--- src/hdl/ltwa_pkg.sv ---
`timescale 1ns / 1ps
package ltwa_pkg;
  localparam logic [2:0] FUNC_TICK    = 3'd0;
  localparam logic [2:0] FUNC_UPDATE  = 3'd1;
  localparam logic [2:0] FUNC_LOOKUP  = 3'd2;
  localparam logic [2:0] FUNC_RESERVE = 3'd3;
  localparam logic [2:0] FUNC_LIST    = 3'd4;

  localparam logic CFG_DEFAULT_TTL = 1'b0;
  localparam logic CFG_PLACE_TTL   = 1'b1;

  localparam logic [4:0] LIST_CAP = 5'd16;

  typedef struct packed {
    logic [2:0]  func;
    logic [47:0] mac;
    logic [31:0] ip;
    logic [31:0] lease_seconds;
    logic [4:0]  max_count;
  } cmd_t;

  typedef struct packed {
    logic        hit;
    logic [3:0]  slot;
    logic [47:0] mac_out;
    logic [31:0] ip_out;
    logic [32:0] expiry_out;
    logic        last;
  } result_t;

  typedef enum logic [2:0] {
    ST_IDLE,
    ST_SCAN,
    ST_VICTIM,
    ST_WRITE,
    ST_LIST
  } state_t;
endpackage

--- src/hdl/lease_table_with_aging.sv ---
`timescale 1ns / 1ps
// Lease table: ENTRIES slots keyed by MAC, aged by one-second tick items.
// Tick never raises busy. Update and reserve hold busy for a match walk and,
// on a miss, a victim walk and a write; lookup for the match walk; list for a
// slot walk. One item at a time; the last result strobe follows the last busy
// cycle (list strobes earlier entries while busy); the receiver cannot stall.
// Synchronous reset clears valid bits, time and loads default TTLs.
module lease_table_with_aging #(
  parameter int ENTRIES = 16
) (
  input  logic              clk,
  input  logic              rst,
  input  logic              start,
  input  ltwa_pkg::cmd_t    cmd,
  output logic              busy,
  output logic              done,
  output ltwa_pkg::result_t result,
  input  logic              cfg_we,
  input  logic              cfg_index,
  input  logic [31:0]       cfg_data
);
  import ltwa_pkg::*;

  localparam int IW = (ENTRIES > 1) ? $clog2(ENTRIES) : 1;
  localparam logic [IW:0] LAST_IDX = (IW + 1)'(ENTRIES - 1);
  localparam logic [IW:0] IDX_ONE = (IW + 1)'(1);
  // Result with every field zero except the last marker.
  localparam result_t EMPTY_LAST = {{($bits(result_t) - 1){1'b0}}, 1'b1};

  state_t state, state_next;
  logic done_next;
  cmd_t cur;
  logic [ENTRIES-1:0] valid;
  logic [47:0] mac_mem [ENTRIES];
  logic [31:0] ip_mem  [ENTRIES];
  logic [32:0] exp_mem [ENTRIES];
  logic [31:0] now;
  logic [31:0] def_ttl, plc_ttl;
  logic [IW:0] idx;           // walk pointer
  logic [IW-1:0] best;        // victim candidate
  logic [32:0] best_exp;
  logic        found_free;
  logic [4:0]  emitted, limit;
  logic [32:0] new_exp;
  result_t     pend;          // live entry held until the next one shows up

  // Shared compare unit operands for the current slot.
  logic [IW-1:0] ix;
  logic v, live, mac_eq;
  logic match, free_here, list_end;
  assign ix        = idx[IW-1:0];
  assign v         = valid[ix];
  assign live      = v && (exp_mem[ix] > {1'b0, now});
  assign mac_eq    = (mac_mem[ix] == cur.mac);
  // Match search; lookup demands a live entry.
  assign match     = (cur.func == FUNC_LOOKUP ? live : v) && mac_eq;
  assign free_here = !v || (exp_mem[ix] <= {1'b0, now});
  assign list_end  = (emitted == limit) || (idx > LAST_IDX);

  always_comb begin
    logic [31:0] ttl;
    if (cur.func == FUNC_RESERVE) ttl = plc_ttl;
    else if (cur.lease_seconds != 32'd0) ttl = cur.lease_seconds;
    else ttl = def_ttl;
    new_exp = {1'b0, now} + {1'b0, ttl};
  end

  assign busy = (state != ST_IDLE);

  function automatic logic [3:0] slot4(input logic [IW-1:0] s);
    logic [IW+3:0] w;
    w = {4'd0, s};
    return w[3:0];
  endfunction

  always_comb begin
    state_next = state;
    done_next  = 1'b0;
    case (state)
      ST_IDLE: begin
        if (start) begin
          case (cmd.func)
            FUNC_UPDATE, FUNC_LOOKUP, FUNC_RESERVE: state_next = ST_SCAN;
            FUNC_LIST: state_next = ST_LIST;
            default: state_next = ST_IDLE;
          endcase
        end
      end
      ST_SCAN: begin
        if (match || (idx == LAST_IDX && cur.func == FUNC_LOOKUP)) begin
          state_next = ST_IDLE;
          done_next  = 1'b1;
        end else if (idx == LAST_IDX) begin
          state_next = ST_VICTIM;
        end
      end
      ST_VICTIM: begin
        if (idx == LAST_IDX || (!found_free && free_here)) state_next = ST_WRITE;
      end
      ST_WRITE: begin
        state_next = ST_IDLE;
        done_next  = 1'b1;
      end
      ST_LIST: begin
        if (list_end) begin
          state_next = ST_IDLE;
          done_next  = 1'b1;
        end else if (live && emitted != 5'd0) begin
          done_next = 1'b1;
        end
      end
      default: state_next = ST_IDLE;
    endcase
  end

  always_ff @(posedge clk) begin
    if (rst) begin
      state <= ST_IDLE;
      done  <= 1'b0;
    end else begin
      state <= state_next;
      done  <= done_next;
    end
  end

  always_ff @(posedge clk) begin
    if (rst) begin
      valid   <= '0;
      now     <= '0;
      def_ttl <= 32'd3600;
      plc_ttl <= 32'd120;
    end else begin
      if (cfg_we) begin
        if (cfg_index == CFG_DEFAULT_TTL) def_ttl <= cfg_data;
        else plc_ttl <= cfg_data;
      end
      case (state)
        ST_IDLE: begin
          if (start) begin
            cur <= cmd;
            idx <= '0;
            emitted <= '0;
            limit <= (cmd.max_count > LIST_CAP) ? LIST_CAP : cmd.max_count;
            found_free <= 1'b0;
            best <= '0;
            best_exp <= '1;
            // Advance time, holding at the top value.
            if (cmd.func == FUNC_TICK && now != '1) now <= now + 32'd1;
          end
        end
        ST_SCAN: begin
          if (match) begin
            result.hit <= 1'b1;
            result.slot <= slot4(ix);
            result.mac_out <= '0;
            result.last <= 1'b1;
            if (cur.func == FUNC_UPDATE) begin
              ip_mem[ix]  <= cur.ip;
              exp_mem[ix] <= new_exp;
              result.ip_out <= cur.ip;
              result.expiry_out <= new_exp;
            end else begin
              result.ip_out <= ip_mem[ix];
              result.expiry_out <= exp_mem[ix];
            end
          end else if (idx == LAST_IDX) begin
            if (cur.func == FUNC_LOOKUP) result <= EMPTY_LAST;
            else idx <= '0;
          end else idx <= idx + IDX_ONE;
        end
        ST_VICTIM: begin
          // First free/expired slot, else smallest expiry (lowest index).
          if (!found_free) begin
            if (free_here) begin
              found_free <= 1'b1;
              best <= ix;
            end else if (exp_mem[ix] < best_exp) begin
              best <= ix;
              best_exp <= exp_mem[ix];
            end
          end
          if (!(idx == LAST_IDX || (!found_free && free_here))) idx <= idx + IDX_ONE;
        end
        ST_WRITE: begin
          valid[best]   <= 1'b1;
          mac_mem[best] <= cur.mac;
          ip_mem[best]  <= (cur.func == FUNC_UPDATE) ? cur.ip : 32'd0;
          exp_mem[best] <= new_exp;
          result.hit <= 1'b0;
          result.slot <= slot4(best);
          result.mac_out <= '0;
          result.ip_out <= (cur.func == FUNC_UPDATE) ? cur.ip : 32'd0;
          result.expiry_out <= new_exp;
          result.last <= 1'b1;
        end
        ST_LIST: begin
          if (list_end) begin
            // Flush the held entry as the final result, or report an empty list.
            if (emitted == 5'd0) result <= EMPTY_LAST;
            else result <= {pend[$bits(result_t)-1:1], 1'b1};
          end else begin
            if (live) begin
              // Release the previously held entry; hold this one.
              if (emitted != 5'd0) result <= pend;
              pend <= {1'b1, slot4(ix), mac_mem[ix], ip_mem[ix], exp_mem[ix], 1'b0};
              emitted <= emitted + 5'd1;
            end
            idx <= idx + IDX_ONE;
          end
        end
        default: ;
      endcase
    end
  end

  a_done_idle_cmd: assert property (@(posedge clk) disable iff (rst)
    (start && !busy && (cmd.func == FUNC_TICK)) |=> !done)
    else $error("tick produced result");
  a_busy_done: assert property (@(posedge clk) disable iff (rst)
    (done && result.last && state != ST_LIST) |-> !busy)
    else $error("last result while still busy");
  a_hit_nonlist: assert property (@(posedge clk) disable iff (rst)
    (done && !result.hit) |-> (result.mac_out == '0))
    else $error("mac on miss");
endmodule
--- config.mk ---
export PLATFORM = sky130hd
export DESIGN_NAME = lease_table_with_aging
export DESIGN_NICKNAME = d
export VERILOG_FILES = /design/src/hdl/ltwa_pkg.sv /design/src/hdl/lease_table_with_aging.sv
export SDC_FILE = /design/constraint.sdc
export NUM_CORES = 2
export LEC_CHECK = 0
export ABC_CLOCK_PERIOD_IN_PS = 36200
export CAP_MARGIN = 10
export CORE_UTILIZATION = 55
export CTS_CLUSTER_SIZE = 24
export DETAILED_ROUTE_END_ITERATION = 6
export DONT_BUFFER_PORTS = 1
export PLACE_DENSITY = 0.74
export SLEW_MARGIN = 10
export SYNTH_ARGS = -nofsm -noshare
export SYNTH_HDL_FRONTEND = slang
export SYNTH_SLANG_ARGS = --single-unit
--- constraint.sdc ---
create_clock -name clk -period 36.2 [get_ports clk]
set_input_delay 5.43 -clock clk [delete_from_list [all_inputs] [get_ports clk]]
set_output_delay 5.43 -clock clk [all_outputs]
set_load 0.02 [all_outputs]
# ---- After elaboration in Yosys (flattened, before gate mapping)
# Memories as Yosys holds them, arrays and structs flattened. A register that Yosys moved wholly into a read port is not among the register bits.
# Index checks and enable logic that the tools add are counted.
dict set report totals {
  word_cells 184
  out_inout_bits 121
  reg_bits 520
  inputBits 157
  memories 3
  ramBits 1808
}
dict set report op_classes {
  muxes 69
  eq_ne 32
  n_bitwise 4
  reduce_logical 38
  order_cmp 8
  addsub 4
}
# memory words word_bits rd rd_ports_with_merged_regs write_ports line
set mem_list {}
lappend mem_list {mac_mem 16 48 1 1 1 lease_table_with_aging.sv:34} ;# logic [47:0] mac_mem [ENTRIES];
lappend mem_list {exp_mem 16 33 1 1 1 lease_table_with_aging.sv:36} ;# logic [32:0] exp_mem [ENTRIES];
lappend mem_list {ip_mem 16 32 1 1 1 lease_table_with_aging.sv:35} ;# logic [31:0] ip_mem [ENTRIES];
# operator n
set op_table {}
lappend op_table {{119-bit two-way mux} 7}
lappend op_table {{119-bit one-hot mux with 3 select lines} 1}
lappend op_table {{33-bit two-way mux} 5}
lappend op_table {{32-bit two-way mux} 4}
lappend op_table {{33-bit one-hot mux with 2 select lines} 1}
lappend op_table {{65-bit two-way mux} 1}
lappend op_table {{48-bit == test} 1}
lappend op_table {{5-bit two-way mux} 8}
lappend op_table {{4-bit two-way mux} 9}
lappend op_table {{32-bit by 32-bit adder with 33-bit output} 1}
lappend op_table {{33-bit by 32-bit > comparator with 1-bit output} 1}
lappend op_table {{33-bit by 32-bit <= comparator with 1-bit output} 1}
lappend op_table {{33-bit less-than comparator} 1}
lappend op_table {{33-bit OR reduction} 1}
lappend op_table {{32-bit by 1-bit adder with 32-bit output (second input constant)} 1}
lappend op_table {{32-bit inequality test (second input constant)} 1}
lappend op_table {{32-bit nonzero test} 1}
lappend op_table {{32-bit OR reduction} 1}
lappend op_table {{3-bit inequality test (second input constant)} 7}
lappend op_table {{2-bit inequality test (second input constant)} 10}
lappend op_table {{5-bit one-hot mux with 4 select lines} 1}
lappend op_table {{1-bit two-way mux} 19}
lappend op_table {{3-bit by 2-bit == test with 1-bit output (second input constant)} 6}
lappend op_table {{16-bit bitwise OR} 1}
lappend op_table {{other kinds (35)} 65}

# ---- Depth between registers and ports, before layout
dict set report logic_depth {
  ltp_word 10
  mapped_depth 25
}

# ---- Worst setup path after synthesis
# OpenSTA, ideal clock, no wires.
dict set report synth_path {
  path_kind {in2reg}
  from {in rst}
  to {reg, netlist name pend[100]}
  path_slack_ps 21899
  arrival_time_ps 13565
  setup_time_ps 736
  cell_stages 2
  path_buffers 1
  t_required_ps 35464
  cell_sequence {clkbuf_1 nor3_1}
}
dict set report synth_between {
  elab_chain_cells 2
}
# item line
set synth_rtl {}
lappend synth_rtl {{start: declaration} lease_table_with_aging.sv:12} ;# input logic rst,
lappend synth_rtl {{1-bit inverter (no source line)} n/a}
lappend synth_rtl {{4-bit AND reduction (no source line)} n/a}
# No other way between the ends.
# A chain may end at the register's enable or synchronous reset.

==> summary.txt <==
Clock network
  – TritonCTS clock tree: yes
  – Clock transition at path regs: around 60 ps
  – Number of gates resized after cts: 0
  – # H-tree levels: 4
  – Root Buffer: clkbuf_16
  – Hold_buf cts: 0
  – Clock sinks: 2332
  – Clock Path Buffers: 3
  – Clk_lat worst skew: about 900 ps
  – Num CTS Buffers: ~220
  – Postcts setup bufs: 0

Synth
  – Most frequent cells after synthesis: 2212 x edfxtp_1, 463 x mux4_2, 311 x nand2_1
  – Synthesized cell area: 0.0943 mm²
  – Number of distinct library cells after synthesis: 94
  – Number of flops mapped to enable cells by yosys: 2212
  – Cells after Synth: 5161
  – Avg Inst Size Synth: 18.3 µm²
  – Synth top area share: ~70%
  – Register area share after synthesis: 73.0%
  – Async S/R FF share, synth: 0%
  – Yosys warning count: 0
  – Ys flop type: edfxtp_1
  – Yosys top cell by area: edfxtp_1
  – Net Count, Synth: roughly 5.4k
  – Top cells by area, synth: edfxtp_1 70%, mux4_2 11%, dfxtp_1 2.5%, mux2i_1 1.5%, ha_1 1.4%
  – Synth Register Bits: 2332
  – Dominant cell by count in the synthesized netlist: edfxtp_1

Floorplanning
  – Die Ht: 416 µm
  – Die Width: 416 µm
  – Initial core utilization: 55.5%
  – # IOs: between 200 and 300
  – Cell Rows: between 150 and 200
  – Die area: between 0.15 and 0.2 mm²
  – Core ar.: 0.170 mm²

Critical path
  – Startpoint types: flop
  – Critical Path Sink Type: flop
  – R2R Setup Slk: between 20000 and 30000 ps
  – Maximum fanout along the worst path: 49
  – Crit path DAT: ~10000 ps
  – Worst path required time: 36670 ps
  – Critical Setup Path Class: flop to flop

Flow run
  – Max Cap Violations: 0

Routing
  – Routed WL per cell: just over 30 µm
  – Vias per inst: around 6.6
  – First-pass DRT Iterations: 7
  – WL final: 239 mm
  – Drt drc: 1
  – DR vias: ~50k
  – Post-route ant nets: 0
  – Initial drt markers: 6660

Place
  – Port Buf Inserts: 0
  – Routability cong.: 0.926
  – HPWL Detailed: 135 mm
  – Dpl cell area: roughly 0.1 mm²

STA
  – Relative slew slack: 17.3%
  – Crit path time final: 9790 ps
  – # setup viols final: 0
  – Tcrit/Tclk final: 27.1%
  – RSZ-0062 raised after global routing: no
  – Tightest Pin Transition: 1230 ps
  – Fin. max-slew vios: 0
  – Final hold violations: 0
  – Clock Skew: 67.1 ps
  – Final setup TNS: 0 ps
  – Max Clk Rate: between 100 and 150 MHz

Cells and area
  – Share of layout cells above drive strength 1: 19.1%
  – Finished Cell Area: roughly 0.10 mm²
  – Fill count: 11.5k
  – Synth-to-layout area growth: 11.0%
  – Final nets: 5507

Min path
  – Hold WC Path Type: flop to flop

Power
  – Static leakage: 33.8 nW
  – Cell Pwr Density: ~58 mW/mm²
  – Maximum vdd drop: 0.0480 mV

Global routing
  – Initial antenna violation count: 8
  – Vias in the first global route: 50.1k
  – Global-route wire length before repair: 344 mm
  – GRT overflow: 0
  – Largest net degree at the start of global routing: 162
  – Total GRT Usage: 27.5%

Outcome
  – Outcome: complete, but fails checks
  – Violated checks: design-rule violations
## state kept, by name, indices dropped and copies added (netlist names), 32 cells and up, named ones only
name and cells:
best_exp 33, cur 115, def_ttl 32, exp_mem 528
ip_mem 512, mac_mem 768, now 32, pend 117
plc_ttl 32, result 119
## final timing paths
path / from / end / cells after the start
worst max-delay path: flop / result[3] / 19
worst min-delay path: valid[11] / valid[11] / 1
worst max register to register: flop / result[3] / 19
worst min register to register: valid[11] / valid[11] / 1
## metal layers
layer	global-route usage (%)	share of wire [%]	up-vias
li1	-	-	20900
met5	0	0.011	-
met2	44.8	49	2925
met3	5.70	9.5	517
met1	36.6	37	26000
met4	10.8	4.1	4
## per-stage QoR
stage	hold WS [ps]	worst slack, ps	total power, mW	instances	util, %
4_1_cts	451	26320	6.08	7650	61.6
6_report	453	26410	6.06	7658	61.7
2_1_floorplan	421	21900	3.52	5161	-
3_3_place_gp	427	26530	3.70	7241	57.2
5_1_grt	465	25550	6.22	7655	61.7
3_5_place_dp	436	26420	3.71	7241	57.2
## critical path: stages, from the launching register on
cell	delay (ps)
dfxtp_4	1010
buf_4	810
buf_4	810
buf_4	830
mux4_2	600
mux4_2	630
ha_1	370
nand4_1	140
nor3_1	200
nor2_1	60
o211ai_1	150
a2111oi_0	150
o21ai_0	250
buf_4	200
nor2_1	100
nor3_2	380
o21ai_0	270
a21oi_4	740
buf_4	650
buf_4	730
## cell families (layout without fill, tap and decap cells)
logic type                 count (synthesis)  count (layout)  share of synthesized area (%)
AOI/OAI and AO/OA                        638             638                           4.29
xor gates and xnor gates                 101             101                          0.938
buffers and inverters                    384             656                           1.86
muxes                                    664             664                           13.6
other                                      0               7                              0
DFF                                     2332            2332                           73.0
and+or+nand+nor                          939             939                           4.94
adders and majority gates                103             103                           1.37
## where the power goes
part           internal, mW  total [mW]  switching, mW
Sequential             2.99        3.04         0.0502
Combinational         0.253       0.621          0.368
Clock                  1.37        2.39           1.03
Total                  4.61        6.06           1.44
## layout make-up
type / instances / area [µm²] / area share (%)
antenna: 7 / 17.5 / 0.0167
clock buffer: 253 / 5670 / 5.41
clock inverter: 156 / 1900 / 1.81
inverter: 132 / 500 / 0.478
multi-input combinational: 2445 / 24100 / 23.0
sequential: 2332 / 68800 / 65.7
tap: 2218 / 2780 / 2.65
timing repair buffer: 115 / 926 / 0.884
## cells in the final DEF, fill, tap and decap left out, types with 17 or more instances in the layout
cell type      n
ha_1         102
nor3_1        43
nand2b_1      54
bufinv_16     33
mux4_2       463
a22oi_1       86
nand4_1       42
a21o_1        45
a21oi_1      220
a31oi_1       17
edfxtp_1    2212
o21ai_0      118
mux2i_1      143
clkinv_1      48
mux2_2        34
xnor2_1       76
nor3_2        19
nor4_1        23
dfxtp_1      116
clkinv_2      34
nor2b_1       25
and3_1        25
o211ai_1      23
clkbuf_1      31
clkbuf_16    222
and2_1        70
nand2_1      310
inv_1        130
clkinvlp_4    17
o22ai_1       20
nand3_1       79
mux4_1        24
buf_4        110
nor2_1       148
No activity file was read; power rests on OpenSTA's default activity.
